**src/rtl/core/gcbc_pkg.sv**
```systemverilog
// gcbc_pkg: shared types and constants for the glyph coverage blend/clip core
// used by the front, queue, back and top files under rtl/core, no dependencies of its own
package gcbc_pkg;

    // register indexes on the configuration channel
    typedef enum logic [2:0] {
        REG_CLIP_LEFT    = 3'd0,
        REG_CLIP_TOP     = 3'd1,
        REG_CLIP_RIGHT   = 3'd2,
        REG_CLIP_LOWER   = 3'd3,
        REG_BUFFER_ROWS  = 3'd4,
        REG_TEXT_COLOR   = 3'd5,
        REG_WIDE_PIXELS  = 3'd6,
        REG_HIDE_PARTIAL = 3'd7
    } t_reg_idx;

    localparam logic [13:0] EDGE_RESET  = 14'd8192;

    // blend masks and coverage codes
    localparam logic [15:0] MASK565_RB     = 16'hF81F;
    localparam logic [15:0] MASK565_G      = 16'h07E0;
    localparam logic [23:0] MASK32_RB      = 24'hFF00FF;
    localparam logic [23:0] MASK32_G       = 24'h00FF00;
    localparam logic [6:0]  COV_FULL_WIDE  = 7'h78;
    localparam logic [6:0]  COV_MAX_WIDE   = 7'h7F;
    localparam logic [3:0]  COV_MAX_NARROW = 4'hF;

    // depth of the queue between classifier and blender
    localparam int QUEUE_DEPTH = 4;

    typedef struct packed {
        logic [13:0] clip_left;
        logic [13:0] clip_top;
        logic [13:0] clip_right;
        logic [13:0] clip_lower;
        logic [13:0] buffer_rows;
        logic [31:0] text_color;
        logic        wide_pixels;
        logic        hide_partial;
    } t_cfg;

    typedef struct packed {
        logic signed [15:0] glyph_x;
        logic signed [15:0] glyph_y;
        logic [8:0]         glyph_width;
        logic [8:0]         glyph_height;
        logic [7:0]         column;
        logic [7:0]         row;
        logic [7:0]         coverage;
        logic [31:0]        dest_pixel;
    } t_in;

    typedef struct packed {
        logic        write_enable;
        logic [12:0] pixel_x;
        logic [12:0] pixel_y;
        logic [31:0] pixel_value;
    } t_out;

    // classified item handed from front to back
    typedef struct packed {
        logic        visible;
        logic [12:0] px;
        logic [12:0] py;
        logic [7:0]  coverage;
        logic [31:0] dest;
    } t_item;

endpackage

```
**src/rtl/core/gcbc_if.sv**
```systemverilog
// gcbc_if: valid/ready stream channel and configuration write channel
// payload type of the stream comes in as a type parameter, no other dependencies
interface gcbc_stream_if #(parameter type T = logic [0:0]);
    logic valid;
    logic ready;
    T     data;

    modport source (output valid, output data, input ready);
    modport sink   (input valid, input data, output ready);
endinterface


```
**src/rtl/core/gcbc_back.sv**
```systemverilog
// gcbc_back: blends the text color into visible pixels and holds the result register
// depends on gcbc_pkg and gcbc_stream_if
module gcbc_back import gcbc_pkg::*; (
    input  logic           i_clk,
    input  logic           i_rst_n,
    input  t_cfg           i_cfg,
    input  logic           i_valid,
    input  t_item          i_item,
    output logic           o_ready,
    gcbc_stream_if.source  o_out
);

    logic        r_valid;
    t_out        r_out;
    t_out        n_out;

    logic [15:0] t565;
    logic [15:0] d565;
    logic [3:0]  c4;
    logic [3:0]  a4;
    logic [19:0] nrb;
    logic [19:0] ng;
    logic [15:0] narrow_px;
    logic [6:0]  c7;
    logic [6:0]  a7;
    logic [30:0] wrb;
    logic [30:0] wg;
    logic [31:0] wide_px;

    // narrow mode keeps the top 5/6/5 bits of each channel
    assign t565 = {i_cfg.text_color[23:19], i_cfg.text_color[15:10], i_cfg.text_color[7:3]};
    assign d565 = i_item.dest[15:0];
    assign c4   = i_item.coverage[7:4];
    assign a4   = COV_MAX_NARROW - c4;
    assign nrb  = 20'(a4) * 20'(d565 & MASK565_RB) + 20'(c4) * 20'(t565 & MASK565_RB);
    assign ng   = 20'(a4) * 20'(d565 & MASK565_G) + 20'(c4) * 20'(t565 & MASK565_G);

    always_comb begin
        if (c4 == COV_MAX_NARROW) begin
            narrow_px = t565;
        end else if (c4 == '0) begin
            narrow_px = d565;
        end else begin
            narrow_px = (nrb[19:4] & MASK565_RB) | (ng[19:4] & MASK565_G);
        end
    end

    assign c7  = i_item.coverage[7:1];
    assign a7  = COV_MAX_WIDE - c7;
    assign wrb = 31'(a7) * 31'(i_item.dest[23:0] & MASK32_RB)
               + 31'(c7) * 31'(i_cfg.text_color[23:0] & MASK32_RB);
    assign wg  = 31'(a7) * 31'(i_item.dest[23:0] & MASK32_G)
               + 31'(c7) * 31'(i_cfg.text_color[23:0] & MASK32_G);

    always_comb begin
        if (c7 >= COV_FULL_WIDE) begin
            wide_px = i_cfg.text_color;
        end else if (c7 == '0) begin
            wide_px = i_item.dest;
        end else begin
            // top byte drops out of the blend
            wide_px = {8'h00, (wrb[30:7] & MASK32_RB) | (wg[30:7] & MASK32_G)};
        end
    end

    always_comb begin
        n_out = '0;
        if (i_item.visible) begin
            n_out.write_enable = 1'b1;
            n_out.pixel_x      = i_item.px;
            n_out.pixel_y      = i_item.py;
            n_out.pixel_value  = i_cfg.wide_pixels ? wide_px : {16'h0000, narrow_px};
        end
    end

    assign o_ready = !r_valid || o_out.ready;

    always_ff @(posedge i_clk) begin
        if (!i_rst_n) begin
            r_valid <= 1'b0;
        end else if (o_ready) begin
            r_valid <= i_valid;
        end
        if (i_valid && o_ready) begin
            r_out <= n_out;
        end
    end

    assign o_out.valid = r_valid;
    assign o_out.data  = r_out;

    a_hidden_zero: assert property (@(posedge i_clk) disable iff (!i_rst_n)
        r_valid && !r_out.write_enable |->
            r_out.pixel_x == '0 && r_out.pixel_y == '0 && r_out.pixel_value == '0)
        else $error("hidden pixel carries nonzero fields");

    a_narrow_upper: assert property (@(posedge i_clk) disable iff (!i_rst_n)
        i_valid && o_ready && !i_cfg.wide_pixels |=> r_out.pixel_value[31:16] == '0)
        else $error("narrow pixel has upper bits set");

    a_load: assert property (@(posedge i_clk) disable iff (!i_rst_n)
        i_valid && o_ready |=> r_valid)
        else $error("result register missed an item");

endmodule

```
**src/flat_wrapper.sv**
```systemverilog
// flat-port wrapper written by rule: the top's interface ports become plain ports
module gcbc_back_flat import gcbc_pkg::*;
  (i_clk, i_rst_n, i_cfg, i_valid, i_item, o_ready, o_out_valid, o_out_data, o_out_ready);
  gcbc_stream_if o_out_i ();
  input  logic i_clk;
  input  logic i_rst_n;
  input  t_cfg i_cfg;
  input  logic i_valid;
  input  t_item i_item;
  output logic o_ready;
  output wire logic [$bits(o_out_i.valid)-1:0] o_out_valid;
  output wire logic [$bits(o_out_i.data)-1:0] o_out_data;
  input wire logic [$bits(o_out_i.ready)-1:0] o_out_ready;
  assign o_out_valid = o_out_i.valid;
  assign o_out_data = o_out_i.data;
  assign o_out_i.ready = o_out_ready;
  gcbc_back u_core (.i_clk(i_clk), .i_rst_n(i_rst_n), .i_cfg(i_cfg), .i_valid(i_valid), .i_item(i_item), .o_ready(o_ready), .o_out(o_out_i));
endmodule
```
**config.mk**
```make
export PLATFORM = sky130hd
export DESIGN_NAME = gcbc_back_flat
export DESIGN_NICKNAME = d
export VERILOG_FILES = /design/src/rtl/core/gcbc_pkg.sv /design/src/rtl/core/gcbc_if.sv /design/src/rtl/core/gcbc_back.sv /design/src/flat_wrapper.sv
export SDC_FILE = /design/constraint.sdc
export NUM_CORES = 1
export LEC_CHECK = 0
export ABC_AREA = 1
export BUFFER_PORTS_ARGS = -buffer_cell sky130_fd_sc_hd__buf_2
export CAP_MARGIN = 15
export CORE_MARGIN = 5
export CORE_UTILIZATION = 47
export DETAILED_ROUTE_END_ITERATION = 12
export PLACE_DENSITY = 0.92
export SYNTH_ARGS = -nofsm -noshare
export SYNTH_HDL_FRONTEND = slang
export SYNTH_SLANG_ARGS = --single-unit
```
**constraint.sdc**
```tcl
create_clock -name i_clk -period 17.55 [get_ports i_clk]
set_input_delay 1.755 -clock i_clk [delete_from_list [all_inputs] [get_ports i_clk]]
set_output_delay 1.755 -clock i_clk [all_outputs]
set_load 0.005 [all_outputs]
```
# Word level (Yosys, flattened, before mapping)
# Cells that the tools add are included.
word_totals:
  register_bits: 2
  elab_cells: 24
  input_bits: 175
  out_inout_bits: 3
classes:
  magnitude_cmp: 1
  mux: 5
  bitwise: 2
  n_reduce_logical: 5
  add_sub_neg: 4
  multipliers: 4
  n_eq_ne: 1
op_table:
  columns: ["op", "n"]
  rows:
  - ["multiplier 7 x 24 -> 8 bit", 2]
  - ["multiplier 4 x 16 -> 5 bit", 2]
  - ["adder 8 bit", 1]
  - ["greater-or-equal comparator 7 bit (second input constant)", 1]
  - ["zero test 7 bit", 1]
  - ["subtractor 7 bit (first input constant)", 1]
  - ["adder 5 bit", 1]
  - ["two-way mux 1 bit", 5]
  - ["== test 4 bit (second input constant)", 1]
  - ["zero test 4 bit", 1]
  - ["subtractor 4 bit (first input constant)", 1]
  - ["OR 1 bit (second input constant)", 2]
  - ["logical AND 1 bit", 1]
  - ["zero test 1 bit", 1]
  - ["logical OR 1 bit", 1]

# Depth between registers and ports, before layout
depth:
  word_depth: 7
  mapped_depth: 28
  mapped_depth_nobuf: 27

# Least setup slack after synthesis
# OpenSTA, ideal clock, no wires.
synth_timing:
  kind: "input to register"
  from: "input port i_item[36] (netlist name)"
  to: "register u_core.r_out (netlist bit u_core.o_out.data) (data pin)"
  arrival_time_ns: 6.526
  cell_stages: 26
  setup_ns: 0.253
  n_path_buf: 1
  slack_ns: 10.771
  required_ns: 17.297
  path_cell_list: "clkbuf_1 nor2_1 fa_1 inv_1 fa_1 fa_1 inv_1 fa_1 inv_1 fa_1 fa_1 inv_1 ha_1 nand2_1 inv_1 o21ai_0 nand3_1 nand2_1 nand2_1 nand3b_1 nand3_1 nand2_1 nand2_1 nand2_1 nand2_1 a21oi_2"
synth_via:
  elab_chain_cells: 7
  word_cells_on_any_way: 19
  cone_classes: "add/sub (4); mul (4); order compare (1); eq/ne (1); mux (5); bitwise (2); reduce/logical (2)"
synth_rtl:
  columns: ["item", "line_no", "rtl"]
  rows:
  - ["from (decl)", "flat_wrapper.sv:9", "input t_item i_item;"]
  - ["subtractor 7 bit / subtractor 4 bit (equally long branches)", "gcbc_back.sv:49, gcbc_back.sv:34", null]
  - ["multiplier 7 x 24 -> 8 bit / multiplier 4 x 16 -> 5 bit (equally long branches)", "gcbc_back.sv:50, gcbc_back.sv:35", null]
  - ["adder 8 bit / adder 5 bit (equally long branches)", "gcbc_back.sv:51, gcbc_back.sv:35", null]
  - ["OR 1 bit (on tied branches)", "gcbc_back.sv:62, gcbc_back.sv:44", null]
  - ["two-way mux 1 bit (on tied branches)", "gcbc_back.sv:58, gcbc_back.sv:41", null]
  - ["two-way mux 1 bit (on tied branches)", "gcbc_back.sv:56, gcbc_back.sv:39", null]
  - ["two-way mux 1 bit *", "gcbc_back.sv:72", "n_out.pixel_value = i_cfg.wide_pixels ? wide_px : {16'h0000, narrow_px};"]
  - ["to (signal assigned)", "gcbc_back.sv:85", "r_out <= n_out;"]
  - ["to (decl)", "gcbc_back.sv:14", "t_out r_out;"]
# Every way passes the cells marked *; elsewhere a longest branch is shown, timed or not.
# A chain may end at the register's enable or synchronous reset.

# Worst setup path in the final report
layout_timing:
  from: "input port i_item[0] (netlist name)"
  to: "register u_core.r_out (netlist bit u_core.o_out.data) (data pin)"
layout_via:
  elab_chain_cells: 6
  word_cells_on_any_way: 11
  cone_classes: "add/sub (2); mul (2); mux (5); bitwise (2)"
layout_rtl:
  columns: ["item", "line_no"]
  rows:
  - ["multiplier 7 x 24 -> 8 bit / multiplier 4 x 16 -> 5 bit (equally long branches)", "gcbc_back.sv:50, gcbc_back.sv:35"]
  - ["adder 8 bit / adder 5 bit (equally long branches)", "gcbc_back.sv:51, gcbc_back.sv:35"]
  - ["OR 1 bit (on tied branches)", "gcbc_back.sv:62, gcbc_back.sv:44"]
  - ["two-way mux 1 bit (on tied branches)", "gcbc_back.sv:58, gcbc_back.sv:41"]
  - ["two-way mux 1 bit (on tied branches)", "gcbc_back.sv:56, gcbc_back.sv:39"]
  - ["two-way mux 1 bit *", "gcbc_back.sv:72"]
# Marks and branches as above.

==> flow_metrics.tcl <==
set metrics [dict create \
    gp_congestion 0.919 \
    cp-start-kind "input pin" \
    fmax_mhz 144 \
    synth_area_leaders "fa_1 29%, inv_1 16%, nand2_1 16%" \
    cts_hold_buffers 0 \
    slew_viol_final 0 \
    vias 2415 \
    sw_frac_of_total 0.546 \
    final_hold_viol_count 0 \
    dp_hpwl_um 5170 \
    cp_max_fo 7 \
    synth_top_cell_by_area "fa_1" \
    postRouteAntennaNets 0 \
    drc 0 \
    cts.path.max_buffers 2 \
    maxSlewHeadroom 0.737 \
    fin_worst_skew_ps 4.85 \
    grt_util_all_layers 0.179 \
    drt_iter0_markers 139 \
    nets 668 \
    preCtsSetupSlack_ps 10390 \
    switching_power_mw 0.128 \
    cts_resized 0 \
    clk_root_buffer_cell "clkbuf_8" \
    syn_area_per_cell_um2 6.74 \
    grt_pass1_wl_um 10900 \
    drt-vias-per-instance 4.92 \
    design_area_mm2 0.00288 \
    synth_ff_type "edfxtp_1" \
    grt_max_degree 14 \
    maxCapViolations 0 \
    setup-violations-final 0 \
    grt_pass1_vias 2612 \
    wl_um 5870 \
    synthCells 393 \
    cts_htree_levels 1 \
    vdd_drop_max_mv 0.0585 \
    antenna_found_initial 0 \
    cts_buffers 3 \
    ys_warn_count 0 \
    synth_seq_cells 2 \
    synth_area_mm2 0.00265 \
    n_fill_cell 547 \
    n_antenna_cell 0 \
    timing.final.crit_period_ps 6940 \
    internal-power_mw 0.107 \
    critPathKind "input pin to register" \
    port_buffers 31 \
    p_total_mw 0.235 \
    worstPathRequired_ps 17510 \
    drive_gt1_frac 0.0955 \
    core_mm2 0.00551 \
    wl_per_cell_um 11.9 \
    fp.dieArea_mm2 0.00723 \
    firstDrtPassIters 4 \
    max_stage_delay_ps 540 \
    cp.arrival_ps 6910 \
    ios 178 \
    grt_overflow 0 \
    post_cts_buffers 0 \
    syn_nets 641 \
    ys_seq_area_frac 0.0189 \
    clkPwrFrac 0.080 \
    async_reset_ff_frac 0 \
    tritoncts "done" \
    p_leak_nw 1.84 \
    clock_latency_ps 210 \
    die_y_um 85.1 \
    yosys.cell_count.top_type "inv_1" \
    synthToLayoutAreaGrowth_pct 8.88 \
    worstSetupEndpointType "register" \
    synth_edf_count 1 \
    seqPwrFrac 0.027 \
    timing.final.ws_setup_ps 10610 \
    path_clk_slew_ps 30 \
    synth_top_area_share 0.295 \
    placed_cell_area_mm2 0.00284 \
    worst_pin_slew_ps 391 \
    die_x_um 85.1 \
    post-route-period-util 0.396 \
    initial_utilization 0.481 \
    crit_path_frequent_cell "nand2_1" \
    setup_tns_ps 0 \
    combPwrFrac 0.893 \
    rsz0062_at_grt "no" \
    ys_types 28 \
    powerDensity_mw_per_mm2 81.5 \
    std_cell_rows 27 \
    slowest_stage "fa_1" \
    holdCritPathClass "register to register" \
    cts.sinks 2 \
    synth_commonest_cells "116 x inv_1, 115 x nand2_1, 39 x fa_1" \
    status "finished clean" \
]
[stage by stage]
stage / util / hold WS (ps) / instances
after floorplan: - / 523 / 393
after global placement: 0.515 / 489 / 487
after detailed placement: 0.515 / 513 / 487
after CTS: 0.524 / 520 / 491
after global routing: 0.524 / 577 / 491
final: 0.524 / 530 / 491
[routing by layer]
layer	share of wire	global-route usage	wire length, um
met1	0.41	0.222	2380
met2	0.51	0.330	2980
met5	0	0	0
met4	0.010	0.0374	61
met3	0.076	0.0204	444
[critical path: cells and delay by family]
family	cells	cell delay (ps)
compound gates	2	250
simple gates	11	970
buf+inv	7	560
fa+ha+maj	7	3370
[path summary, 6_finish.rpt]
kind | to | slack (ps) | startpoint | depth (start not counted)
setup / recovery | u_core.o_out.data | 10610 | i_item[0] | 27
hold / removal | u_core.o_out.valid | 530 | u_core.o_out.valid | 2
setup reg to reg | u_core.o_out.data | 16790 | u_core.o_out.valid | 1
hold reg to reg | u_core.o_out.valid | 530 | u_core.o_out.valid | 2
[flip-flops by register name, summed over array words and instances (netlist names)]
name	cells
u_core.o_out.valid	1
u_core.o_out.data	1
[area by class of cell]
type | instances | area, um^2 | share of cell area
Sequential cell | 2 | 50.0 | 0.0174
Multi-Input combinational cell | 264 | 2100 | 0.728
Inverter | 118 | 444 | 0.154
Tap cell | 72 | 90.1 | 0.0313
Timing Repair Buffer | 31 | 155 | 0.0538
Clock buffer | 4 | 45.0 | 0.0156
[power groups by stage]
| stage | clock (mW) | sequential (mW) | combinational (mW) |
|---|---|---|---|
| 6_report | 0.0189 | 0.00636 | 0.210 |
| 5_1_grt | 0.0201 | 0.00642 | 0.248 |
| 4_1_cts | 0.0192 | 0.00637 | 0.212 |
| 3_5_place_dp | 0 | 0.00642 | 0.211 |
| 3_3_place_gp | 0 | 0.00643 | 0.197 |
| 2_1_floorplan | 0 | 0.00657 | 0.163 |
[layout by cell type (no fill, tap or decap), types with 3 or more instances in the layout]
master | Yosys | final
nand2_1 | 115 | 115
xnor2_1 | 3 | 3
xor2_1 | 11 | 11
nor2_1 | 22 | 22
nand3_1 | 22 | 22
fa_1 | 39 | 39
o21ai_0 | 3 | 3
inv_1 | 116 | 116
ha_1 | 34 | 34
buf_2 | 2 | 31
clkbuf_8 | 0 | 3
[cells by family after synthesis]
logic type	share of synthesized area
buf+inv	0.189
compound gates	0.0184
simple gates	0.257
fa+ha+maj	0.456
xor+xnor	0.0614
flops	0.0189
(Power assumes the default switching activity.)
