==> src/rtl/core/gcbc_pkg.sv <==
// gcbc_pkg: shared types and constants for the glyph coverage blend/clip core
// used by the front, queue, back and top files under rtl/core, no dependencies of its own
package gcbc_pkg;

    // register indexes on the configuration channel
    typedef enum logic [2:0] {
        REG_CLIP_LEFT    = 3'd0,
        REG_CLIP_TOP     = 3'd1,
        REG_CLIP_RIGHT   = 3'd2,
        REG_CLIP_LOWER   = 3'd3,
        REG_BUFFER_ROWS  = 3'd4,
        REG_TEXT_COLOR   = 3'd5,
        REG_WIDE_PIXELS  = 3'd6,
        REG_HIDE_PARTIAL = 3'd7
    } t_reg_idx;

    localparam logic [13:0] EDGE_RESET  = 14'd8192;

    // blend masks and coverage codes
    localparam logic [15:0] MASK565_RB     = 16'hF81F;
    localparam logic [15:0] MASK565_G      = 16'h07E0;
    localparam logic [23:0] MASK32_RB      = 24'hFF00FF;
    localparam logic [23:0] MASK32_G       = 24'h00FF00;
    localparam logic [6:0]  COV_FULL_WIDE  = 7'h78;
    localparam logic [6:0]  COV_MAX_WIDE   = 7'h7F;
    localparam logic [3:0]  COV_MAX_NARROW = 4'hF;

    // depth of the queue between classifier and blender
    localparam int QUEUE_DEPTH = 4;

    typedef struct packed {
        logic [13:0] clip_left;
        logic [13:0] clip_top;
        logic [13:0] clip_right;
        logic [13:0] clip_lower;
        logic [13:0] buffer_rows;
        logic [31:0] text_color;
        logic        wide_pixels;
        logic        hide_partial;
    } t_cfg;

    typedef struct packed {
        logic signed [15:0] glyph_x;
        logic signed [15:0] glyph_y;
        logic [8:0]         glyph_width;
        logic [8:0]         glyph_height;
        logic [7:0]         column;
        logic [7:0]         row;
        logic [7:0]         coverage;
        logic [31:0]        dest_pixel;
    } t_in;

    typedef struct packed {
        logic        write_enable;
        logic [12:0] pixel_x;
        logic [12:0] pixel_y;
        logic [31:0] pixel_value;
    } t_out;

    // classified item handed from front to back
    typedef struct packed {
        logic        visible;
        logic [12:0] px;
        logic [12:0] py;
        logic [7:0]  coverage;
        logic [31:0] dest;
    } t_item;

endpackage

==> src/rtl/core/gcbc_queue.sv <==
// gcbc_queue: short first-in first-out queue of classified items
// depends on gcbc_pkg for the item type and depth
module gcbc_queue import gcbc_pkg::*; (
    input  logic  i_clk,
    input  logic  i_rst_n,
    input  logic  i_valid,
    input  t_item i_item,
    output logic  o_ready,
    output logic  o_valid,
    output t_item o_item,
    input  logic  i_ready
);

    localparam int PTR_W = $clog2(QUEUE_DEPTH);
    localparam int CNT_W = $clog2(QUEUE_DEPTH + 1);

    t_item            r_mem [QUEUE_DEPTH];
    logic [PTR_W-1:0] r_wr_ptr;
    logic [PTR_W-1:0] r_rd_ptr;
    logic [CNT_W-1:0] r_count;
    logic             push;
    logic             pop;

    assign o_ready = r_count != CNT_W'(QUEUE_DEPTH);
    assign o_valid = r_count != '0;
    assign o_item  = r_mem[r_rd_ptr];
    assign push    = i_valid && o_ready;
    assign pop     = o_valid && i_ready;

    always_ff @(posedge i_clk) begin
        if (!i_rst_n) begin
            r_wr_ptr <= '0;
            r_rd_ptr <= '0;
            r_count  <= '0;
        end else begin
            if (push) begin
                r_wr_ptr <= (r_wr_ptr == PTR_W'(QUEUE_DEPTH - 1)) ? '0 : r_wr_ptr + 1'b1;
            end
            if (pop) begin
                r_rd_ptr <= (r_rd_ptr == PTR_W'(QUEUE_DEPTH - 1)) ? '0 : r_rd_ptr + 1'b1;
            end
            if (push && !pop) begin
                r_count <= r_count + 1'b1;
            end else if (pop && !push) begin
                r_count <= r_count - 1'b1;
            end
        end
        if (push) begin
            r_mem[r_wr_ptr] <= i_item;
        end
    end

    a_count_bound: assert property (@(posedge i_clk) disable iff (!i_rst_n)
        r_count <= CNT_W'(QUEUE_DEPTH))
        else $error("queue count above depth");

    a_push_grows: assert property (@(posedge i_clk) disable iff (!i_rst_n)
        push && !pop |=> r_count == $past(r_count) + 1'b1)
        else $error("queue count did not grow on push");

    a_pop_shrinks: assert property (@(posedge i_clk) disable iff (!i_rst_n)
        pop && !push |=> r_count == $past(r_count) - 1'b1)
        else $error("queue count did not shrink on pop");

    a_ptrs_track: assert property (@(posedge i_clk) disable iff (!i_rst_n)
        (r_count == '0 || r_count == CNT_W'(QUEUE_DEPTH)) |-> r_wr_ptr == r_rd_ptr)
        else $error("queue pointers out of step with count");

endmodule

==> config.mk <==
export PLATFORM = sky130hd
export DESIGN_NAME = gcbc_queue
export DESIGN_NICKNAME = d
export VERILOG_FILES = /design/src/rtl/core/gcbc_pkg.sv /design/src/rtl/core/gcbc_queue.sv
export SDC_FILE = /design/constraint.sdc
export NUM_CORES = 1
export LEC_CHECK = 0
export BUFFER_PORTS_ARGS = -buffer_cell sky130_fd_sc_hd__clkbuf_2
export CAP_MARGIN = 10
export CORE_ASPECT_RATIO = 0.8
export CORE_UTILIZATION = 40
export DETAILED_ROUTE_END_ITERATION = 8
export GPL_TIMING_DRIVEN = 0
export SYNTH_ARGS = -nofsm -noshare
export SYNTH_HDL_FRONTEND = slang
export SYNTH_SLANG_ARGS = --single-unit
==> constraint.sdc <==
create_clock -name i_clk -period 2.3 [get_ports i_clk]
set_clock_uncertainty 0.1 [all_clocks]
set_input_delay 0.345 -clock i_clk [delete_from_list [all_inputs] [get_ports i_clk]]
set_output_delay 0.345 -clock i_clk [all_outputs]
set_load 0.01 [all_outputs]
======== Word level (Yosys, flattened, before mapping) ========
Memory sizes are Yosys's and may differ from the RTL's. A register that Yosys moved wholly into a read port is not among the register bits.
Index checks and enable logic that the tools add are counted.
storage, ports and cells
  register bits ........................... 7
  RAM bits ................................ 268
  output and inout port bits .............. 69
  word-level logic and storage cells ...... 27
  memories ................................ 1
operators by class
  add/subtract/negate cells ............... 4
  equal/unequal tests ..................... 3
  multiplexer cells ....................... 8
  reductions and logical operators ........ 8
memories
  name   depth  bits a word  rd ports  clocked after Yosys merged registers in  write ports  RTL line          text
  r_mem  4      67           1         1                                        1            gcbc_queue.sv:17  t_item r_mem [QUEUE_DEPTH];
operators with widths
  operator                                          number
  2-to-1 mux 2 bit                                  4
  2-to-1 mux 3 bit                                  2
  adder 2 x 1 -> 2 bit, second input constant       2
  == test 2 bit, second input constant              2
  logical AND 1 bit                                 4
  adder 3 x 1 -> 3 bit, second input constant       1
  inequality test 3 bit, second input constant      1
  nonzero test 3 bit                                1
  subtractor 3 x 1 -> 3 bit, second input constant  1
  zero test 1 bit                                   2
  2-to-1 mux 1 bit                                  2
  nonzero test 2 bit                                1

======== Longest topological paths before layout ========
Gate-level depths: netlist (run 1).
  depth after elaboration ................. 6
  mapped depth ............................ 9
  depth with buffers taken out ............ 8

======== Worst setup path before layout (run 1) ========
OpenSTA, ideal clock, no wires.
  path kind ............................... reg-to-reg
  from .................................... register r_count[0]
  to ...................................... register r_count[2]
  setup time .............................. 0.076 ns
  data arrival time ....................... 2.128 ns
  data required time ...................... 2.124 ns
  slack ................................... -0.004 ns
  stages on the path, launching flop included .. 8
  buffers on the path ..................... 0
  cells stage by stage .................... dfxtp_1 -> o31ai_1 -> ha_1 -> inv_1 -> fa_1 -> xor2_1 -> or3_2 -> a21boi_0
between the ends
  cells in the longest elaborated chain, start to end .. 5
  elaborated cells between the ends (all ways) .. 13
ends and longest elaborated chain
  element                                                            RTL line          text
  from (decl)                                                        gcbc_queue.sv:20  logic [CNT_W-1:0] r_count;
  from (signal assigned)                                             gcbc_queue.sv:43  r_count <= r_count + 1'b1;
  from (signal assigned)                                             gcbc_queue.sv:45  r_count <= r_count - 1'b1;
  branches (longest 5 deep; another with subtractor 3 x 1 -> 3 bit)  n/a
Several ways; the timed one is not identified. The select of a mux whose other input is x is not followed.
A chain may end at the register's enable or synchronous reset.

==> impl.org, run 1 <==
** Run status
- Run status :: finished with violations
- Violated checks :: negative setup slack

** Min path
- The worst hold path was traced through 3 stages.
- End point of the worst hold path :: r_wr_ptr[0]
- Hold WC Path Type :: in2reg
- Startpoint of the lowest-slack hold path :: i_valid

** STA
- Max-slew headroom at the worst pin :: 61.5%
- Setup repair after global routing could not meet its margin everywhere.
- Number of failing setup endpoints in the final timing report :: 66
- Final WS setup :: -0.0921 ns
- Static timing analysis puts the maximum clock frequency at 418 MHz.
- Worst Max-Slew Pin Slew :: 0.578 ns
- After layout, the worst path uses 104% of the clock period.
- Max-slew violations :: 0
- Counting I/O delays and the setup requirement, the final critical path takes 2.39 ns.
- Final count of hold timing violations :: 0

** CTS
- For the worst-skew pair, the clock arrives at the later sink with an insertion delay of 0.52 ns.
- CTS tree :: done
- After clock tree synthesis, the clock-pin slew on the worst setup and hold paths is 0.06 ns.
- Maximum buffer depth of the clock tree :: 3
- H-tree Lvls :: 1
- Total number of clock tree sinks :: 277
- The cell sitting at the root of the clock tree is a sky130_fd_sc_hd__clkbuf_16.
- Counting the buffers created by CTS gives 28.

** Power
- Share of power burned in combinational logic :: 26.4%
- The completed layout was analyzed and its total power is 0.0143 W.
- IR analysis of the VDD net gives a maximum drop of 0.685 mV.
- Leakage power summed over all cells :: 4.65 nW
- The internal portion of the total power is 0.0107 W.
- Clock share of power :: 29.7%
- In this run switching power makes up 25.4% of total power.
- Of the total power, registers draw 43.9%.
- For this design the ratio of total power to cell area is 1070 mW/mm².
- Net switching component of the power :: 0.00363 W

** Floorplanning
- The floorplan has 51 rows.
- For this design the top-level I/O count stands at 140.
- The floorplan step defined a die boundary enclosing 0.0260 mm².
- Placeable Area :: 0.0246 mm²
- For this configuration, the core starts out at a cell density of 41.2%.
- Measured along the x axis, the die boundary spans 180 µm.
- Die height :: 144 µm

** Detailed routing
- First-pass detailed-route iteration total :: 5
- Summed over all layers, the routed wires come to 19800 µm.
- Routed wire length per instance :: 19.7 µm
- Using the TritonRoute via totals, the vias-per-cell ratio works out to 5.01.
- After the first detailed-routing iteration, the DRC count stood at 215.
- Across all layers, the routed design uses 5031 vias.
- Number of nets with antenna violations after routing :: 0
- Number of remaining DRC errors :: 0

** Run
- The tool flagged a number of max-cap violations equal to 0.

** Final layout
- The number of antenna diodes in the final layout is 0.
- Area growth from synthesis to layout :: 32.2%
- After the flow finishes, the layout carries non-filler instances totaling 1004.
- Fraction of final layout cells sized beyond drive strength 1 :: 44.3%
- Nets :: 744

** Logic synthesis
- Summed instance area of the synthesized netlist :: 0.0102 mm²
- The commonest cells after synthesis are sky130_fd_sc_hd__edfxtp_1 (268), sky130_fd_sc_hd__mux4_2 (67), sky130_fd_sc_hd__dfxtp_1 (9).
- Ranked by total cell area, the synthesized netlist is headed by sky130_fd_sc_hd__edfxtp_1 (79%), sky130_fd_sc_hd__mux4_2 (15%), sky130_fd_sc_hd__dfxtp_1 (1.8%), sky130_fd_sc_hd__ha_1 (0.74%), sky130_fd_sc_hd__buf_6 (0.55%).
- Post-synthesis xor/xnor area fraction :: 0.173%
- Sequential share of the synthesized area :: 81.0%
- Summing the areas of all compound-gate instances in the mapped netlist gives 0.345% of the synthesized area.
- The netlist uses 29 different library cells.
- Among all flip-flop cells after synthesis, the most frequent one is sky130_fd_sc_hd__edfxtp_1.
- Yosys mapped a number of flops with a built-in enable equal to 268.
- Warning count from the yosys run :: 0
- By instance count, the leading cell after synthesis is sky130_fd_sc_hd__edfxtp_1.
- Number of nets in the synthesized netlist :: 479
- In the synthesized netlist, mux cells make up 15.1% of the area.
- The average instance in the mapped netlist occupies 25.3 µm².
- Counting flops and latches in the post-synthesis netlist gives 277.
- Post-Syn Instances :: 401
- Area fraction of the dominant cell type after synthesis :: 79.3%
- Summing the areas of all fa, ha and maj instances in the mapped netlist gives 0.937% of the synthesized area.
- After synthesis, the largest family of logic cells by area is multiplexers.
- Area share of and/or/nand/nor cells after synthesis :: 1.16%
- Summed over all instances, the cell type with the most area after synthesis is sky130_fd_sc_hd__edfxtp_1.
- Counting flops with an async set or reset pin after synthesis yields a share of 0%.

** Global route
- The total overflow left after global routing is 0.
- Number of global-route vias before repair :: 5320
- Global-route wire length before repair :: 29200 µm
- Global routing used 14.8% of the available tracks.
- Initial antenna violation count :: 0
- Pin count of the biggest net entering global routing :: 36

** Setup path
- Slowest stage cell, crit path :: sky130_fd_sc_hd__mux4_2
- Cell repeated most along the worst path :: sky130_fd_sc_hd__buf_12
- Grouping stages by cell kind, the critical path spends the most delay in buffers and inverters.
- Kind of start point of the critical path :: flop
- Beginning of the worst register-to-register path :: r_count[0]
- STA classifies the critical path endpoint as an output pin.
- For the worst setup path, the data required time is 1.86 ns.
- Delay contributed by the slowest stage of the critical path :: 0.50 ns
- Arrival time worst endpoint :: 1.95 ns
- The critical path goes through buf_12 -> buf_12 -> clkbuf_16 -> mux4_2 -> clkbuf_2.
- Worst-case reg-to-reg path depth :: 9
- The critical path contains buffers and inverters numbering 4 combined.
- By startpoint and endpoint, the worst setup path is classified as reg2out.
- Max Fanout on Critical Path :: 8
- Worst-case register-to-register setup slack :: -0.02 ns
- The endpoint identified for the worst register-to-register timing path is r_count[2].

** Place
- Port Buffers :: 139
- Detailed placement finished with a half-perimeter wire length of 11700 µm.
- Weighted congestion at the end of routability-driven global placement :: 0.703
- In this run, placement finished with an instance count of 862.
-- stage by stage --
stage / hold WS [ns] / setup TNS (ns) / cell area, µm² / util (%) / setup slack, ns
final: 0.0555 / -3.14 / 13400 / 54.5 / -0.0921
after detailed placement: 0.393 / -0.211 / 11300 / 46.1 / -0.211
after global routing: 0.0361 / -7.98 / 13400 / 54.5 / -0.163
after floorplan: 0.344 / 0 / 10200 / - / 0.0295
after global placement: 0.377 / -117.32 / 11300 / 45.7 / -0.445
after CTS: 0.0175 / -7.20 / 13000 / 53.0 / -0.160
-- placed cells by master (no fill, tap or decap), types with 2 or more instances in the layout --
master	instances
sky130_fd_sc_hd__mux4_2	67
sky130_fd_sc_hd__buf_2	5
sky130_fd_sc_hd__dfxtp_4	3
sky130_fd_sc_hd__buf_4	18
sky130_fd_sc_hd__clkbuf_2	125
sky130_fd_sc_hd__or3_2	2
sky130_fd_sc_hd__nand3_1	2
sky130_fd_sc_hd__o21ai_0	3
sky130_fd_sc_hd__edfxtp_1	268
sky130_fd_sc_hd__nor2_1	2
sky130_fd_sc_hd__clkbuf_1	6
sky130_fd_sc_hd__inv_1	2
sky130_fd_sc_hd__buf_12	12
sky130_fd_sc_hd__nand2_1	5
sky130_fd_sc_hd__dfxtp_1	4
sky130_fd_sc_hd__dlygate4sd3_1	68
sky130_fd_sc_hd__dfxtp_2	2
sky130_fd_sc_hd__clkbuf_16	35
sky130_fd_sc_hd__bufinv_16	2
sky130_fd_sc_hd__mux2i_1	2
sky130_fd_sc_hd__buf_6	14
sky130_fd_sc_hd__clkinv_1	7
sky130_fd_sc_hd__ha_1	5
sky130_fd_sc_hd__and3_4	4
sky130_fd_sc_hd__clkinv_2	7
-- worst min-delay path: cells and delay by family --
family | cells | cell delay [ns]
buffers and inverters | 1 | 0.14
AND/OR/NAND/NOR | 1 | 0.08
AO/OA/AOI/OAI | 1 | 0.06
-- final cells by class --
cell class                 instances  area (µm²)
inverter                           3        11.3
clock buffer                      34         744
multi-input combinational        104        1840
tap                              318         398
buffer                            17         229
timing repair buffer             235        1840
clock inverter                    16         121
fill                            1922       11200
sequential                       277        8240
-- kinds of logic (layout without fill, tap and decap cells) --
family | after synthesis | in the layout
multiplexers | 69 | 69
AO/OA/AOI/OAI | 6 | 6
buffers and inverters | 20 | 305
adder cells (fa/ha/maj) | 7 | 7
flip-flops | 277 | 277
AND/OR/NAND/NOR | 20 | 20
XOR/XNOR | 2 | 2
-- how the worst max path moves through the flow --
stage / from / to / slack (ns) / depth (start not counted)
6_report: flop / o_item[46] / -0.09 / 5
5_1_grt: flop / o_item[46] / -0.16 / 5
4_1_cts: flop / o_item[40] / -0.16 / 5
3_5_place_dp: r_count[1] / r_count[2] / -0.21 / 7
3_3_place_gp: r_count[0] / r_mem[1][34] / -0.44 / 3
2_1_floorplan: r_count[0] / r_count[2] / 0.03 / 9
-- flip-flops by register name (all words and copies together), names as in the netlist, named ones only --
| name | count |
|---|---|
| r_rd_ptr | 2 |
| r_mem | 268 |
| r_wr_ptr | 2 |
| r_count | 3 |
-- power by group through the flow --
| stage | Clock [W] | Combinational, W | Sequential, W |
|---|---|---|---|
| final | 0.00425 | 0.00377 | 0.00629 |
| after global routing | 0.00456 | 0.00403 | 0.00633 |
| after CTS | 0.00437 | 0.00329 | 0.00630 |
| after detailed placement | 0 | 0.00299 | 0.00638 |
| after global placement | 0 | 0.00288 | 0.00636 |
| after floorplan | 0 | 0.00189 | 0.00633 |
-- metal layers --
layer | vias to the layer above | part of all wire [%] | global-route usage (%)
li1 | 2251 | - | -
met5 | - | 0 | 0
met1 | 2612 | 42 | 18.5
met3 | 22 | 6.5 | 4.28
met4 | 0 | 1.6 | 3.60
met2 | 146 | 50 | 25.7
-- repair_timing --
item | in CTS | in global routing
gates cloned | 1 | 6
endpoints found under the hold margin | 269 | 0
pin swaps | 1 | 5
hold buffers | 68 | 0
gates resized for setup | 30 | 53
setup endpoints to repair | 68 | 68
buffers inserted | 4 | 13
Note: power is estimated with default switching activity, not from simulation.
==> run 2: changes to the inputs <==
--- a/config.mk
+++ b/config.mk
@@ -5,6 +5,7 @@
 export SDC_FILE = /design/constraint.sdc
 export NUM_CORES = 1
 export LEC_CHECK = 0
+export ABC_AREA = 1
 export BUFFER_PORTS_ARGS = -buffer_cell sky130_fd_sc_hd__clkbuf_2
 export CAP_MARGIN = 10
 export CORE_ASPECT_RATIO = 0.8
==> run 2 against run 1 <==
The flow now finishes without violations. Maximum frequency up 5.6%. Synthesized area grew 2.7%. Hold slack got worse by 0.036 ns. Clock power grew 7.3%. Power increased by 8.5%.
==> impl.org, run 2 <==
** Run status
- Run status :: finished clean

** STA
- The maximum clock rate came to 441 MHz (+5.6%).
- Max-slew violations :: 0 (unchanged)
- Final count of hold timing violations :: 0 (unchanged)
- RSZ-0062 raised after global routing :: true
- The minimum period implied by the final worst setup slack came to 2.27 ns (-0.126 ns).
- Worst hold slack :: 0.0195 ns (-0.0360 ns)
- Worst Max-Slew Pin Slew :: 0.885 ns (+0.307 ns)
- Max-slew headroom at the worst pin :: 40.9% (-21 points)
- The number of endpoints failing setup at the final stage is 0 (-100%).
- Share of the clock period used by the worst path :: 98.5% (-5.5 points)
- Final WS setup :: 0.0343 ns (+0.126 ns)

** Detailed routing
- DRT Wirelength :: 24400 µm (+24%)
- The via density per instance is 4.95 (-1.2%).
- The per-cell routed wire length is 18.2 µm (-7.3%).
- The final antenna-violating net count came to 0 (unchanged).
- Number of remaining DRC errors :: 0 (unchanged)
- The violation count after the first detailed-route iteration is 385 (+79%).
- The via count is 6636 (+32%).
- The number of detailed-route iterations in the first pass was 5 (unchanged).

** Setup path
- Cells traversed along the worst timing path :: buf_12 -> inv_16 -> clkbuf_16 -> buf_8 -> nor2_1 -> o22ai_1 -> buf_2
- The count of buffer and inverter cells on the critical path came to 5 (+1).
- Arrival time worst endpoint :: 1.82 ns (-0.13 ns)
- The required arrival time at the worst endpoint came to 1.86 ns (about the same).
- On the critical path, the stage with the largest delay is an instance of sky130_fd_sc_hd__dfxtp_2.
- Worst setup path category :: reg2out
- STA classifies the critical path endpoint as an output pin.
- The worst setup path is launched from a flop.
- The critical path's largest stage delay is 0.32 ns (-0.18 ns).
- Max Fanout on Critical Path :: 10 (+2)
- Among cell families on the critical path, the largest total delay comes from buffers and inverters.

** Run
- Number of maximum-capacitance violations :: 0 (unchanged)

** Final layout
- The final net count was 1046 (+41%).
- Number of flip-flops in the largest register :: 268 (unchanged)
- Commonest non-fill, non-tap cell in the layout :: sky130_fd_sc_hd__edfxtp_1
- More flip-flops sit in one register than any other, and that register is r_mem.
- Registers with the most flip-flops :: r_mem x268, r_count x3
- The post-layout utilization of the core is 54.2% (-0.34 points).
- Layout Cells excl Fill :: 1340 (+33%)
- The fill cell total of the finished layout came to 2125 (+11%).
- The register cell area after layout came to 0.00823 mm² (-0.11%).
- The area added between synthesis and finish was 32.1% (about the same).
- Area of the multi-input gates :: 0.00201 mm² (+9.4%)
- Commonest cells after routing, fill and taps aside :: sky130_fd_sc_hd__edfxtp_1 (268), sky130_fd_sc_hd__nor2_1 (139), sky130_fd_sc_hd__o21ai_0 (125), sky130_fd_sc_hd__clkbuf_2 (122), sky130_fd_sc_hd__dlygate4sd3_1 (68)
- Final instance area :: 0.0138 mm² (+2.6%)
- Fraction of final layout cells sized beyond drive strength 1 :: 27.4% (-17 points)

** Power
- Worst vdd ir :: 0.679 mV (-0.93%)
- Leakage power summed over all cells :: 5.01 nW (+7.7%)
- Power per Cell Area :: 1130 mW/mm² (+5.7%)

** Floorplanning
- The number of I/O pins was 140 (unchanged).
- The width of the die came to 183 µm (+1.3%).
- The die extent in y came to 146 µm (+1.3%).
- Num rows :: 52 (+2.0%)
- Placeable Area :: 0.0254 mm² (+3.3%)
- The area of the die came to 0.0267 mm² (+2.7%).
- The starting density of the core came to 41.0% (-0.22 points).

** Logic synthesis
- Most area-hungry cell type in the Yosys netlist :: sky130_fd_sc_hd__edfxtp_1
- Number of nets in the synthesized netlist :: 796 (+66%)
- Count of distinct cell types in the synthesized netlist :: 22 (-24%)
- Most frequent cell after synthesis :: sky130_fd_sc_hd__edfxtp_1
- The summed instance area of the synthesized netlist is 0.0104 mm² (+2.7%).
- The sequential share of the synthesized area is 78.9% (-2.1 points).
- The async set-reset flop share out of synthesis was 0% (unchanged).
- Synth Flop Type :: sky130_fd_sc_hd__edfxtp_1
- Counting instances in the post-synthesis netlist gives the leading cell types as sky130_fd_sc_hd__edfxtp_1 (268), sky130_fd_sc_hd__nor2_1 (151), sky130_fd_sc_hd__o21ai_0 (133).
- Top post-synthesis cells by area :: sky130_fd_sc_hd__edfxtp_1 (77%), sky130_fd_sc_hd__o21ai_0 (6.4%), sky130_fd_sc_hd__nor2_1 (5.4%), sky130_fd_sc_hd__o22ai_1 (4.0%), sky130_fd_sc_hd__dfxtp_1 (1.7%)
- Warning count from the yosys run :: 0 (unchanged)
- Post-Syn Instances :: 718 (+79%)
- Seq cells post-synth :: 277 (unchanged)
- The area share of the largest cell type after synthesis came to 77.2% (-2.1 points).
- The number of enable-type register cells in the synthesized netlist is 268 (unchanged).
- Mean instance size in the synthesized netlist :: 14.5 µm² (-43%)

** Global route
- Pin count of the biggest net entering global routing :: 29 (-19%)
- Initial antenna violation count :: 1 (+1)
- Global Route Usage Sum :: 17.7% (+2.9 points)
- The global-route wire length before repair is 36100 µm (+24%).
- The residual overflow from global routing is 0 (unchanged).
- Number of global-route vias before repair :: 6434 (+21%)

** CTS
- The tree is rooted in a sky130_fd_sc_hd__clkbuf_16.
- TritonCTS built the clock tree.
- Clk_lat worst skew :: 0.54 ns (+0.02 ns)
- Number of clock buffers inserted by TritonCTS :: 28 (unchanged)
- Clock slew seen by the registers of the worst setup and hold paths :: 0.06 ns (about the same)
- The H-tree depth reported by CTS is 1 (unchanged).
- Maximum buffer depth of the clock tree :: 3 (unchanged)
- The TritonCTS sink count is 277 (unchanged).

** Place
- Worst setup timing slack at the placement stage :: 0.0592 ns (+0.270 ns)
- Weighted congestion at the end of routability-driven global placement :: 0.733 (+4.3%)
- The number of port buffers came to 139 (unchanged).
- Hpwl dp :: 14500 µm (+24%)
- The instance area at placement came to 0.0118 mm² (+4.0%).
- Total instance count after detailed placement :: 1217 (+41%)

** Min path
- The worst hold path belongs to the class in2reg.
run 2: changes by cell type after synthesis, sizes merged, moves of 14 or more:
cell	before	now
inv	3	17
mux4	67	0
clkbuf	2	18
o22ai	0	67
nor2	2	151
o21ai	4	136
run 2: per-stage QoR:
step                      power (W)  setup TNS [ns]
after floorplan             0.00875               0
after global placement       0.0104         -205.13
after global routing         0.0163          -0.438
after detailed placement     0.0106               0
after CTS                    0.0155          -0.124
final                        0.0155               0
run 2: kinds of logic after synthesis:
group                    share of synthesized area (%)
buffers and inverters                             3.40
adder cells (fa/ha/maj)                          0.912
AND/OR/NAND/NOR                                   6.15
flip-flops                                        78.9
AO/OA/AOI/OAI                                     10.6
run 2: layout make-up:
| type | count | area share [%] |
|---|---|---|
| multi-input cells | 382 | 14.6 |
| inverters | 17 | 0.581 |
| flip-flops and latches | 277 | 59.8 |
| clock buffers | 29 | 5.27 |
| clock inverters | 21 | 1.43 |
| diodes | 1 | 0.0182 |
| repair buffers | 219 | 11.8 |
| well taps | 351 | 3.19 |
| plain buffers | 43 | 3.32 |
run 2: final timing paths:
kind              slack (ns)  depth (start not counted)  startpoint      endpoint
setup / recovery        0.03                          7        flop    o_item[19]
hold / removal          0.02                          3     i_valid   r_wr_ptr[1]
setup reg to reg        0.17                          5  r_count[1]  r_mem[0][21]
hold reg to reg         0.42                          2  r_count[0]    r_count[0]
run 2: worst reg2reg max path, delay by kind of cell (launching register included):
family        cells  cell delay, ns
flops             1            0.38
buf+inv           1            0.29
simple gates      4            1.03
run 2: what timing repair did:
| action | CTS | global route |
|---|---|---|
| pin swaps | 23 | 12 |
| hold endpoints to repair | 272 | 0 |
| setup buffers | 1 | 0 |
| gates resized for setup | 65 | 62 |
| hold buffers | 68 | 0 |
| gates cloned | 0 | 3 |
| setup endpoints to repair | 66 | 102 |
run 2: report_power, final:
group / total, W / switching, W / internal, W
logic: 0.00468 / 0.00283 / 0.00185
clock network: 0.00456 / 0.00184 / 0.00271
registers: 0.00629 / 0.000144 / 0.00615
run 2: per-layer routing:
layer / part of all wire (%) / GRT usage (%) / up-vias
met3: 6.3 / 4.02 / 37
met4: 1.7 / 4.33 / 0
met5: 0 / 0 / -
met2: 46 / 28.5 / 188
met1: 46 / 24.3 / 3216
li1: - / - / 3195
==> run 3: changes to the inputs <==
--- a/config.mk
+++ b/config.mk
@@ -9,7 +9,8 @@
 export BUFFER_PORTS_ARGS = -buffer_cell sky130_fd_sc_hd__clkbuf_2
 export CAP_MARGIN = 10
 export CORE_ASPECT_RATIO = 0.8
-export CORE_UTILIZATION = 40
+export CORE_UTILIZATION = 34
+export CTS_CLUSTER_DIAMETER = 60
 export DETAILED_ROUTE_END_ITERATION = 8
 export GPL_TIMING_DRIVEN = 0
 export SYNTH_ARGS = -nofsm -noshare
==> run 3 against run 2 <==
Sequential share of layout area down 0.51 points. Design area increased by 0.86%. Global-route usage down 1.4 points. Flip-flop and latch count is the same. Register-to-register slack got worse by 0.04 ns. Combinational power rose by 2%. Power rose by 1.3%. Wire length rose by 4.4%. Critical endpoint is now o_item[63]. Largest power group unchanged. Highest routed layer unchanged.
==> impl.org, run 3 (synthesis results as in run 2) <==
** Detailed routing
- Via density per instance :: 4.71 (-4.8%)
- First-pass detailed-route iteration total :: 5 (unchanged)
- The count of unresolved DRC violations after routing came to 0 (unchanged).
- Routed wire length per instance :: 18.2 µm (-0.18%)
- The violation count after the first detailed-route iteration came to 300 (-22%).
- DRT Wirelength :: 25500 µm (+4.4%)
- Total number of vias :: 6607 (-0.44%)
- Number of nets with antenna violations after routing :: 0 (unchanged)

** STA
- The relative slew slack was 51.8% (+11 points).
- RSZ-0062 raised after global routing :: true
- Highest clock rate :: 441 MHz (about the same)
- Worst hold slack :: 0.0993 ns (+0.0799 ns)
- Max-slew violations :: 0 (unchanged)
- Final Critical Period :: 2.27 ns (+0.0000884 ns)
- Share of the clock period used by the worst path :: 98.5% (about the same)
- Number of failing setup endpoints in the final timing report :: 0 (unchanged)
- The measured slew at the worst slew-check pin was 0.722 ns (-0.164 ns).
- Final count of hold timing violations :: 0 (unchanged)

** Final layout
- The largest registers in the layout are r_mem x268, r_count x3.
- Number of flip-flops in the largest register :: 268 (unchanged)
- Filler instances :: 2632 (+24%)
- Compared with the post-synthesis result, the final layout area differs by 33.2%.
- Layout Cells excl Fill :: 1402 (+4.6%)
- Final instance area :: 0.0139 mm² (+0.86%)
- Commonest cells after routing, fill and taps aside :: sky130_fd_sc_hd__edfxtp_1 (268), sky130_fd_sc_hd__nor2_1 (141), sky130_fd_sc_hd__o21ai_0 (124), sky130_fd_sc_hd__clkbuf_2 (99), sky130_fd_sc_hd__dlygate4sd3_1 (69)
- The final net count was 1050 (+0.38%).
- Commonest non-fill, non-tap cell in the layout :: sky130_fd_sc_hd__edfxtp_1
- Register containing the most flip-flops in the final layout :: r_mem
- Utilization of the core after routing :: 46.8% (-7.4 points)
- The share of final-layout standard cells stronger than drive strength 1 came to 26.6% (-0.80 points).

** Global route
- Global-route wire length before repair :: 38400 µm (+6.5%)
- Number of global-route vias before repair :: 6647 (+3.3%)
- Total global routing overflow :: 0 (unchanged)
- The initial antenna violation count came to 1 (unchanged).
- Global Route Usage Sum :: 16.3% (-1.4 points)
- Pin count of the biggest net entering global routing :: 29 (unchanged)

** Floorplanning
- The width of the die is 198 µm (+8.4%).
- The number of I/O pins is 140 (unchanged).
- Num rows :: 56 (+7.7%)
- Die height :: 159 µm (+8.3%)
- The starting density of the core was 35.1% (-5.9 points).
- Total Die Area :: 0.0314 mm² (+17%)
- The placeable core region came to 0.0297 mm² (+17%).

** Setup path
- The depth of the most critical reg-to-reg path is 6 (+1).
- The startpoint identified for the worst register-to-register timing path is r_count[1].
- The data arrival time of the critical path came to 1.82 ns (about the same).
- Worst-case register-to-register setup slack :: 0.13 ns (-0.04 ns)
- The required arrival time at the worst endpoint was 1.86 ns (about the same).
- Type of destination of the critical path :: output pin
- In this run the worst setup path terminates at o_item[63].
- Max Fanout on Critical Path :: 10 (unchanged)
- The critical path is of the reg2out type.
- The endpoint identified for the worst register-to-register timing path is r_mem[0][14].
- Kind of start point of the critical path :: flop

** CTS
- TritonCTS built the clock tree.
- The post-CTS clock slew at the launch and capture registers of the worst setup and hold paths was 0.06 ns (about the same).
- The worst-skew pair later-pin latency came to 0.55 ns (about the same).
- Clock root buffer :: sky130_fd_sc_hd__clkbuf_16
- Maximum buffer depth of the clock tree :: 3 (unchanged)
- Number of clock buffers inserted by TritonCTS :: 31 (+11%)
- H-tree Lvls :: 1 (unchanged)
- The TritonCTS sink count was 277 (unchanged).

** Place
- Hpwl dp :: 15500 µm (+6.7%)
- Placed instance area :: 0.0119 mm² (+0.52%)
- The global placer's final weighted congestion is 0.701 (-4.3%).
- The instance count after placement with tap cells included is 1272 (+4.5%).
- Port Buffers :: 139 (unchanged)

** Min path
- The tightest min-delay check is of the in2reg type.

** Run status
- The run finished with clean final reports.

** Power
- The peak supply drop came to 0.700 mV (+3.2%).
- Power per Cell Area :: 1130 mW/mm² (+0.48%)
- The static power due to leakage is 5.01 nW (+0.11%).

** Run
- Number of maximum-capacitance violations :: 0 (unchanged)
## run 3: changes by cell type in the layout (fill, tap and decap cells not counted), sizes merged
cell	delta
clkinvlp	+1
bufinv	-2
buf	+20
dlygate4sd3	+1
inv	+5
clkbuf	-10
clkinv	-8
## run 3: timing repair
item | 4_1_cts | 5_1_grt
setup buffers | 0 | 0
cloned | 2 | 2
endpoints found under the setup margin | 67 | 72
hold endpoints to repair | 277 | 0
hold buffers | 69 | 0
pin swaps | 8 | 17
gates resized for setup | 49 | 105
## run 3: critical path: stages, from the launching register on
cell and delay (ns):
sky130_fd_sc_hd__dfxtp_2 0.32, sky130_fd_sc_hd__buf_12 0.15, sky130_fd_sc_hd__inv_12 0.08, sky130_fd_sc_hd__buf_12 0.15, sky130_fd_sc_hd__buf_12 0.14, sky130_fd_sc_hd__nor2_1 0.05, sky130_fd_sc_hd__o22ai_2 0.19, sky130_fd_sc_hd__buf_2 0.17
## run 3: layout make-up
| cell class | count | area [µm²] | area share, % |
|---|---|---|---|
| sequential | 277 | 8230 | 59.2 |
| multi-input combinational | 382 | 1970 | 14.2 |
| timing repair buffer | 219 | 1630 | 11.8 |
| clock buffer | 40 | 810 | 5.83 |
| tap | 406 | 508 | 3.66 |
| buffer | 43 | 497 | 3.57 |
| clock inverter | 16 | 150 | 1.08 |
| inverter | 17 | 78.8 | 0.567 |
| timing repair inverter | 1 | 8.76 | 0.0630 |
| antenna | 1 | 2.50 | 0.0180 |
## run 3: per-stage QoR
stage / power [W] / TNS, ns / setup WS [ns]
6_report: 0.0157 / 0 / 0.0342
5_1_grt: 0.0166 / -1.22 / -0.0486
4_1_cts: 0.0157 / -0.645 / -0.0488
3_5_place_dp: 0.0106 / 0 / 0.104
3_3_place_gp: 0.0105 / -220.12 / -0.878
2_1_floorplan: 0.00875 / 0 / 0.00994
## run 3: worst min-delay path by stage
stage	slack, ns	cells past startpoint	to	from
floorplan	0.34	0	r_mem[0][0]	i_item[0]
global route	0.11	4	flop	i_ready
CTS	0.08	4	flop	i_ready
global placement	0.40	2	r_count[0]	r_count[0]
detailed placement	0.40	2	r_count[0]	r_count[0]
finish	0.1	4	flop	i_ready
## run 3: report_power, final
group | switching (W) | leakage [nW] | internal, W
registers | 0.000149 | 2.53 | 0.00615
clock network | 0.00194 | 0.469 | 0.00272
logic | 0.00288 | 2.01 | 0.00191
total | 0.00497 | 5.01 | 0.0108
## run 3: routing by layer
layer	track usage (%)	part of all wire (%)	up-vias	routed length, µm
li1	-	-	3199	-
met1	21.8	46	3190	11600
met2	26.9	46	183	11800
met3	3.75	6.6	35	1680
met4	3.54	1.6	0	410
met5	0	0	-	0
